`src/sv/assert_macros.svh`:
```
// Assertion macros shared by the allocator RTL
`ifndef ASSERT_MACROS_SVH
`define ASSERT_MACROS_SVH
`ifndef ASSERT_OFF
`define ASSERT_IMP(label, clk, rst, ante, cons, msg) \
  label: assert property (@(posedge clk) disable iff (rst) (ante) |-> (cons)) else $error(msg);
`define ASSERT_NXT(label, clk, rst, ante, cons, msg) \
  label: assert property (@(posedge clk) disable iff (rst) (ante) |=> (cons)) else $error(msg);
`else
`define ASSERT_IMP(label, clk, rst, ante, cons, msg)
`define ASSERT_NXT(label, clk, rst, ante, cons, msg)
`endif
`endif

```
`src/sv/pfa_bitmap.sv`:
```
// Used-frame bitmap memory, one bit per frame, with a registered read port
`default_nettype none
module pfa_bitmap #(
  parameter int NUM_FRAMES = 128,
  localparam int FW = $clog2(NUM_FRAMES)
) (
  input  wire logic          clk,
  input  wire logic          rd_en,
  input  wire logic [FW-1:0] rd_addr,
  output logic               rd_data,
  input  wire logic          wr_en,
  input  wire logic [FW-1:0] wr_addr,
  input  wire logic          wr_data
);
  logic mem [NUM_FRAMES];

  always_ff @(posedge clk) begin
    if (wr_en) mem[wr_addr] <= wr_data;
    if (rd_en) rd_data <= mem[rd_addr];
  end
endmodule
`default_nettype wire

```
`config.mk`:
```
export PLATFORM = sky130hd
export DESIGN_NAME = pfa_bitmap
export DESIGN_NICKNAME = d
export VERILOG_FILES = /design/src/sv/assert_macros.svh /design/src/sv/pfa_bitmap.sv
export SDC_FILE = /design/constraint.sdc
export NUM_CORES = 1
export LEC_CHECK = 0
export BUFFER_PORTS_ARGS = -buffer_cell sky130_fd_sc_hd__clkbuf_2
export CAP_MARGIN = 20
export CORE_MARGIN = 4
export CORE_UTILIZATION = 45
export DETAILED_ROUTE_END_ITERATION = 8
export PLACE_DENSITY = 0.72
export REMOVE_ABC_BUFFERS = 1
export SYNTH_ARGS = -nofsm -noshare
export SYNTH_HDL_FRONTEND = slang
export SYNTH_SLANG_ARGS = --single-unit
```
`constraint.sdc`:
```
create_clock -name clk -period 1.91 [get_ports clk]
set_input_delay 0.0955 -clock clk [delete_from_list [all_inputs] [get_ports clk]]
set_output_delay 0.0955 -clock clk [all_outputs]
set_load 0.05 [all_outputs]
```
### Word-level counts from Yosys, hierarchy flattened

Memories as Yosys holds them, arrays and structs flattened. A register that Yosys moved wholly into a read port is not among the register bits.
Index checks and enable logic that the tools add are counted.

| word-level totals | value |
|---|---|
| input bits | 18 |
| memories | 1 |
| logic and storage cells | 3 |
| bits in registers | 0 |
| bits in writable memories | 128 |
| output and inout bits | 1 |

Memories:

| memory | depth | bits a word | read ports | clocked after memory_dff | wr ports | line | RTL |
|---|---|---|---|---|---|---|---|
| mem | 128 | 1 | 1 | 1 | 1 | pfa_bitmap.sv:15 | `logic mem [NUM_FRAMES];` |

| cells by class | value |
|---|---|
| mux-type cells | 2 |

Operator list:

| operator | count |
|---|---|
| 1-bit two-way mux | 2 |

### Logic depth before layout (Yosys ltp)

Gate-level depths: netlist (run 1).

| depth | value |
|---|---|
| word-level depth | 2 |
| depth in mapped cells | 8 |
| mapped depth without buffers | 5 |

### Worst setup path before layout (run 1)

OpenSTA, ideal clock, no wires.

| timing | value |
|---|---|
| path type | reg-to-reg |
| from | memory mem[3] |
| to | register rd_data, read port of mem, data pin |
| slack | 0.012 ns |
| arrival time | 1.631 ns |
| stages on the path, launching flop included | 6 |
| setup time | 0.267 ns |
| period minus slack after synthesis | 1.898 ns |
| buffers on the path | 0 |
| required time | 1.643 ns |
| cells stage by stage | edfxtp_1 -> mux4_1 -> mux4_2 -> and3b_1 -> a31oi_1 -> nand4_1 |

RTL lines:

| element | line | RTL |
|---|---|---|
| from (decl) | pfa_bitmap.sv:15 |  |
| to (decl) | pfa_bitmap.sv:10 | `output logic rd_data,` |

==> impl_metrics.tcl, run 1 <==
set metrics [dict create \
    outcome "finished, violations left" \
    violations "negative setup slack" \
    dp_hpwl_um 7530 \
    grt_max_degree 129 \
    startpoint_type "register" \
    arrival_ns 2.13 \
    rrSetupSlack_ns -0.07 \
    clock-sinks 129 \
    period_needed_ns 1.98 \
    relSlewSlack_pct 59.9 \
    worstReg2RegStart "mem[5]$_DFFE_PP_" \
    layout.nets 453 \
    end_kind "register" \
    cts_tree "yes" \
    drt-wirelength-per-cell_um 19.6 \
    synthCells 395 \
    layout_common_cells "nor2_1, edfxtp_1, mux4_2" \
    grtUsageTotal_pct 17.8 \
    fmax_mhz 506 \
    h-tree-depth 4 \
    ios 19 \
    grt_pass1_wl_um 19400 \
    worst_ir_drop_vdd_uv 634 \
    drtPass1Iterations 5 \
    hp-start "rd_addr[6]" \
    timing.final.ws_setup_ns -0.0677 \
    clk_pin_slew_ns 0.05 \
    placed_cell_area_um2 6160 \
    design_area_um2 6690 \
    drive_gt1_share_pct 21.5 \
    dp.cells 583 \
    nFillCells 1033 \
    vias 3410 \
    tightest_slew_ns 0.587 \
    cts_made_buffers 17 \
    utilization_pct 54.8 \
    design_power_total_uw 6470 \
    drv_cap 0 \
    syn_area_um2 5730 \
    drc 0 \
    num_rows 40 \
    die_w_um 121 \
    cp.required_ns 2.06 \
    setup_viol 1 \
    r2r_cells 5 \
    yosysUniqueCellTypes 29 \
    fin_skew_ns 0.00645 \
    setup-tns-final_ns -0.0677 \
    critPathMaxFanout 1 \
    ys_ff_latch 129 \
    whs_path_depth 3 \
    antenna_found_initial 0 \
    vias_per_cell 5.55 \
    worst-setup-path-type "register to register" \
    clock_latency_ns 0.40 \
    post_synth.cell_area_avg_um2 14.5 \
    grt_pass1_vias 3509 \
    final_cells 614 \
    insertedDiodeCount 0 \
    yosysSeqAreaShare_pct 67.6 \
    slew_viol_final 0 \
    power_density_nw_per_um2 967 \
    routed_wl_um 12000 \
    fin_crit_sh_pct 104 \
    syn_to_final_growth_pct 16.8 \
    cts_root_buf "clkbuf_16" \
    drt-initial-drc-count 466 \
    die_y_um 121 \
    ctsLongestPathBuffers 2 \
    start_util_pct 46.9 \
    hold_end "rd_data$_DFFE_PP_" \
    ant_nets 0 \
    ys.warnings.count 0 \
    hp-class "primary input to register" \
    r2r_end "rd_data$_DFFE_PP_" \
    io_buffers 18 \
    die_area_um2 14600 \
    hold_viol_final 0 \
    rsz0062_at_grt "yes" \
    leakage_uw 0.00211 \
    layout_commonest_cell "nor2_1" \
    design.core.area_um2 12200 \
    overflow 0 \
    place.gp.congestion 0.785 \
]
[through the flow]
step,setup WS (ns),hold WS [ns]
after floorplan,0.0118,0.194
after global placement,-0.111,0.305
after detailed placement,-0.136,0.299
after CTS,-0.0824,0.0712
after global routing,-0.142,0.103
final,-0.0677,0.0838
[what timing repair did]
item,4_1_cts,5_1_grt
resized for setup,3,0
endpoints found under the setup margin,1,1
setup buffers,0,0
cloned,0,0
hold buffers,1,0
endpoints found under the hold margin,1,0
pin swaps,1,0
[worst max-delay path by stage]
stage / end / slack [ns] / start
floorplan: rd_data$_DFFE_PP_ / 0.01 / mem[3]$_DFFE_PP_
global placement: rd_data$_DFFE_PP_ / -0.11 / rd_addr[1]
detailed placement: rd_data$_DFFE_PP_ / -0.14 / rd_addr[1]
CTS: rd_data$_DFFE_PP_ / -0.08 / mem[17]$_DFFE_PP_
global route: rd_data$_DFFE_PP_ / -0.14 / mem[5]$_DFFE_PP_
finish: rd_data$_DFFE_PP_ / -0.07 / mem[5]$_DFFE_PP_
[final cells by class]
| type | instances | area [um2] | area share, % |
|---|---|---|---|
| sequential | 129 | 3870 | 57.9 |
| multi-input combinational | 243 | 1740 | 26.0 |
| clock buffer | 22 | 444 | 6.64 |
| timing repair buffer | 43 | 330 | 4.94 |
| tap | 168 | 210 | 3.14 |
| clock inverter | 8 | 90.1 | 1.35 |
| inverter | 1 | 3.75 | 0.0561 |
[state kept, by name, indices dropped and copies added (netlist names)]
register	cells
mem	128
rd_data	1
[critical path, cell delays in order, from the launching register on]
cell and delay, ns:
edfxtp_1 0.37, mux4_2 0.47, mux4_2 0.48, and3b_1 0.18, a31oi_1 0.13, nand4_1 0.09
[kinds of logic (layout without fill, tap and decap cells)]
kind of cell | Yosys count | in the layout | share of synthesized area [%]
buf+inv | 23 | 74 | 1.83
simple gates | 196 | 196 | 14.9
flops | 129 | 129 | 67.6
mux | 42 | 42 | 15.0
compound gates | 5 | 5 | 0.655
[cell usage after synthesis]
master       n  share of area, %
a2111oi_0    1              0.15
a221oi_1     1              0.15
a22oi_1      1              0.13
a31oi_1      1              0.11
and3b_1      2              0.31
buf_1        1             0.065
buf_2        6              0.52
buf_4        1              0.13
buf_6        1              0.20
clkbuf_1    13              0.85
edfxtp_1   129                68
inv_1        1             0.065
mux2i_1      9               1.6
mux4_1       7               3.2
mux4_2      26                10
nand2_1     15              0.98
nand2b_1     3              0.33
nand3_1     13               1.1
nand3b_1     2              0.26
nand4_1      7              0.76
nand4b_1     2              0.31
nor2_1     132               8.6
nor2b_1     10               1.1
nor3_1       4              0.35
nor3b_1      1              0.13
nor4_1       3              0.33
o22ai_1      1              0.11
or2_2        1              0.11
or3b_2       1              0.15
[metal layers]
metal,track usage [%],vias to the layer above,wire [um]
met2,28.6,103,6080
met4,5.88,0,158
met5,0,-,0
met3,4.68,11,805
met1,23.7,1736,4990
li1,-,1560,-
[power breakdown]
group / internal (uW) / total, uW / switching (uW)
Sequential: 3130 / 3130 / 2.71
Combinational: 153 / 390 / 237
Clock: 1890 / 2950 / 1060
Power figures use the tool's default switching activity.
==> inputs of run 2 (changes only) <==
--- a/config.mk
+++ b/config.mk
@@ -7,10 +7,9 @@
 export LEC_CHECK = 0
 export BUFFER_PORTS_ARGS = -buffer_cell sky130_fd_sc_hd__clkbuf_2
 export CAP_MARGIN = 20
-export CORE_MARGIN = 4
-export CORE_UTILIZATION = 45
+export CORE_UTILIZATION = 50
 export DETAILED_ROUTE_END_ITERATION = 8
-export PLACE_DENSITY = 0.72
+export PLACE_DENSITY = 0.78
 export REMOVE_ABC_BUFFERS = 1
 export SYNTH_ARGS = -nofsm -noshare
 export SYNTH_HDL_FRONTEND = slang
==> impl_metrics.tcl, run 2 (same netlist as run 1, synthesis figures left out) <==
set metrics [dict create \
    cts_tree "yes" \
    reg_top3 "mem (128), rd_data (1)" \
    leakage_uw 0.00212 \
    drv_cap 0 \
    grt_pass1_wl_um 18700 \
    tightest_slew_ns 0.452 \
    period_needed_ns 2.03 \
    wl_met1_um 4630 \
    ctsLongestPathBuffers 2 \
    rsz0062_at_grt "yes" \
    grt_max_degree 129 \
    design_power_total_uw 6800 \
    die_y_um 109 \
    die_w_um 109 \
    h-tree-depth 4 \
    cts_setup_buffers 0 \
    die_area_um2 11900 \
    route.met2.wl_um 5850 \
    drtPass1Iterations 7 \
    grtUsageTotal_pct 22.6 \
    critPathMaxFanout 1 \
    vias 3454 \
    num_rows 38 \
    slew_viol_final 0 \
    dp_hpwl_um 7370 \
    drc 0 \
    end_kind "register" \
    arrival_ns 2.18 \
    layout_commonest_cell "nor2_1" \
    highest_layer "met4" \
    timing.final.ws_setup_ns -0.116 \
    io_buffers 18 \
    cts_made_buffers 17 \
    ios 19 \
    fin_crit_sh_pct 106 \
    design.core.area_um2 11000 \
    grt_pass1_vias 3556 \
    setup-tns-final_ns -0.116 \
    insertedDiodeCount 0 \
    drive_gt1_share_pct 22.1 \
    largest_register_ffs 128 \
    power_density_nw_per_um2 1010 \
    ant_nets 0 \
    utilization_pct 61.0 \
    hp-class "primary input to register" \
    worst_ir_drop_vdd_uv 617 \
    layout_common_cells "nor2_1, edfxtp_1, mux4_2" \
    startpoint_type "register" \
    design_area_um2 6700 \
    place.gp.congestion 0.744 \
    hold_viol_final 0 \
    fmax_mhz 494 \
    drt-wirelength-per-cell_um 20.2 \
    clk_pin_slew_ns 0.06 \
    relSlewSlack_pct 69.8 \
    drt-initial-drc-count 312 \
    start_util_pct 52.2 \
    cts_root_buf "clkbuf_16" \
    routed_wl_um 11800 \
    antenna_found_initial 0 \
    violations "negative setup slack" \
    layout.nets 449 \
    clock-sinks 129 \
    clock_latency_ns 0.41 \
    fin_skew_ns 0.00507 \
    largest-register "mem" \
    cp.required_ns 2.07 \
    overflow 0 \
    worst-setup-path-type "register to register" \
    outcome "finished, violations left" \
    syn_to_final_growth_pct 16.9 \
    setup_viol 1 \
    placed_cell_area_um2 6080 \
    vias_per_cell 5.91 \
    met3RoutedLength_um 1070 \
    place_ws_ns -0.149 \
]
## run 2: cell type report
class / count / area (um2)
Fill cell: 778 / 4290
Sequential cell: 129 / 3870
Multi-Input combinational cell: 243 / 1750
Clock buffer: 17 / 425
Timing Repair Buffer: 39 / 288
Clock inverter: 15 / 184
Tap cell: 140 / 175
Inverter: 1 / 3.75
## run 2: timing repair
| action | 4_1_cts | 5_1_grt |
|---|---|---|
| gates resized for setup | 1 | 0 |
| setup endpoints to repair | 1 | 1 |
| hold endpoints to repair | 1 | 0 |
| pin swaps | 2 | 1 |
| hold buffers | 1 | 0 |
## run 2: path summary, 6_finish.rpt
path	start	to	depth (start not counted)	slack (ns)
worst min-delay path	rd_addr[6]	rd_data$_DFFE_PP_	3	0.13
worst min register to register	mem[109]$_DFFE_PP_	rd_data$_DFFE_PP_	5	0.94
worst max register to register	mem[5]$_DFFE_PP_	rd_data$_DFFE_PP_	5	-0.12
worst max-delay path	mem[5]$_DFFE_PP_	rd_data$_DFFE_PP_	5	-0.12
## run 2: metrics by stage
stage          std cells  hold WS, ns
6_report             584        0.129
5_1_grt              584        0.114
4_1_cts              584       0.0898
3_5_place_dp         551        0.330
3_3_place_gp         551        0.330
2_1_floorplan        373        0.194
## run 2: layer usage
metal / track usage (%) / up-vias
met1: 28.5 / 1709
met2: 35.9 / 165
li1: - / 1558
met5: 0 / -
met3: 7.23 / 22
met4: 9.75 / 0
## run 2: critical path: stages, from the launching register on
cell	delay, ns
edfxtp_1	0.38
mux4_2	0.48
mux4_2	0.49
and3b_1	0.18
a31oi_1	0.15
nand4_1	0.09
## run 2: report_power, final
| part | internal (uW) | total, uW | switching (uW) |
|---|---|---|---|
| Sequential | 3130 | 3130 | 3.60 |
| Clock | 2060 | 3290 | 1230 |
| Combinational | 142 | 370 | 228 |
| Total | 5330 | 6800 | 1460 |
==> inputs of run 3 (changes only) <==
--- a/config.mk
+++ b/config.mk
@@ -10,6 +10,7 @@
 export CORE_UTILIZATION = 50
 export DETAILED_ROUTE_END_ITERATION = 8
 export PLACE_DENSITY = 0.78
+export RECOVER_POWER = 50
 export REMOVE_ABC_BUFFERS = 1
 export SYNTH_ARGS = -nofsm -noshare
 export SYNTH_HDL_FRONTEND = slang
==> impl_metrics.tcl, run 3 (same netlist as run 1, synthesis figures left out) <==
set metrics [dict create \
    fin_crit_sh_pct 106 \
    drt-wirelength-per-cell_um 20.2 \
    place.gp.congestion 0.744 \
    layout_commonest_cell "nor2_1" \
    rsz0062_at_grt "yes" \
    syn_to_final_growth_pct 16.6 \
    insertedDiodeCount 0 \
    largest_register_ffs 128 \
    reg_top3 "mem (128), rd_data (1)" \
    drv_cap 0 \
    grtUsageTotal_pct 22.6 \
    power_density_nw_per_um2 1020 \
    critPathMaxFanout 1 \
    hp-class "primary input to register" \
    clock-sinks 129 \
    design.core.area_um2 11000 \
    overflow 0 \
    grt_pass1_wl_um 18700 \
    io_buffers 18 \
    cts_setup_buffers 0 \
    cts_made_buffers 17 \
    leakage_uw 0.00211 \
    hold_viol_final 0 \
    drive_gt1_share_pct 21.8 \
    startpoint_type "register" \
    die_w_um 109 \
    drc 0 \
    fin_skew_ns 0.00611 \
    clock_latency_ns 0.41 \
    worst_ir_drop_vdd_uv 616 \
    antenna_found_initial 0 \
    layout_common_cells "nor2_1, edfxtp_1, mux4_2" \
    nFillCells 780 \
    design_area_um2 6680 \
    num_rows 38 \
    worst-setup-path-type "register to register" \
    timing.final.ws_setup_ns -0.111 \
    setup_viol 1 \
    layout.nets 449 \
    die_area_um2 11900 \
    cts_root_buf "clkbuf_16" \
    dp_hpwl_um 7370 \
    clk_pin_slew_ns 0.06 \
    die_y_um 109 \
    relSlewSlack_pct 21.7 \
    cts_tree "yes" \
    grt_pass1_vias 3556 \
    outcome "finished, violations left" \
    ctsLongestPathBuffers 2 \
    placed_cell_area_um2 6080 \
    ant_nets 0 \
    h-tree-depth 4 \
    largest-register "mem" \
    slew_viol_final 0 \
    cp.required_ns 2.07 \
    fmax_mhz 495 \
    period_needed_ns 2.02 \
    end_kind "register" \
    start_util_pct 52.2 \
    setup-tns-final_ns -0.111 \
    regArea_um2 3870 \
    arrival_ns 2.18 \
    multi_input_area_um2 1750 \
    drt-initial-drc-count 334 \
    vias 3468 \
    vias_per_cell 5.94 \
    tightest_slew_ns 1.17 \
    drtPass1Iterations 5 \
    routed_wl_um 11800 \
    grt_max_degree 129 \
    ios 19 \
    violations "negative setup slack" \
]
run 3: path summary, 6_finish.rpt:
path                       from                 to  slack, ns  depth (start not counted)
max            mem[5]$_DFFE_PP_  rd_data$_DFFE_PP_      -0.11                          5
max reg2reg    mem[5]$_DFFE_PP_  rd_data$_DFFE_PP_      -0.11                          5
min reg2reg  mem[109]$_DFFE_PP_  rd_data$_DFFE_PP_       0.95                          5
min                  rd_addr[6]  rd_data$_DFFE_PP_       0.13                          3
run 3: through the flow:
stage	hold WS, ns	total power [uW]	instances	setup WS [ns]	utilization [%]
after floorplan	0.194	3360	373	0.0118	-
after global placement	0.330	3550	551	-0.117	55.4
after detailed placement	0.330	3560	551	-0.149	55.4
after CTS	0.0898	6830	584	-0.113	61.0
after global routing	0.114	6980	584	-0.147	60.8
final	0.133	6800	584	-0.111	60.8
run 3: final cells by class:
cell class	instances	area share, %
clock buffers	17	6.37
clock inverters	15	2.75
inverters	1	0.0562
multi-input cells	243	26.1
flip-flops and latches	129	58.0
well taps	140	2.62
repair buffers	39	4.10
run 3: what timing repair did:
item	in CTS	in global routing
hold buffers	1	0
setup endpoints to repair	1	1
pin swaps	2	1
endpoints found under the hold margin	1	0
gates resized for setup	1	0
run 3: report_power, final:
group | internal [uW] | switching, uW | total (uW)
clock | 2060 | 1230 | 3300
combinational | 139 | 228 | 366
sequential | 3130 | 3.60 | 3140
total | 5330 | 1470 | 6800
run 3: critical path, cell delays in order (launching register included):
cell and delay [ns]:
edfxtp_1 0.38, mux4_2 0.48, mux4_2 0.48, and3b_1 0.18, a31oi_1 0.15, nand4_1 0.09
run 3: metal layers:
metal | up-vias | global-route usage [%] | share of wire (%)
li1 | 1560 | - | -
met2 | 158 | 35.9 | 49
met4 | 0 | 9.75 | 2.1
met5 | - | 0 | 0
met3 | 27 | 7.23 | 8.6
met1 | 1723 | 28.5 | 40
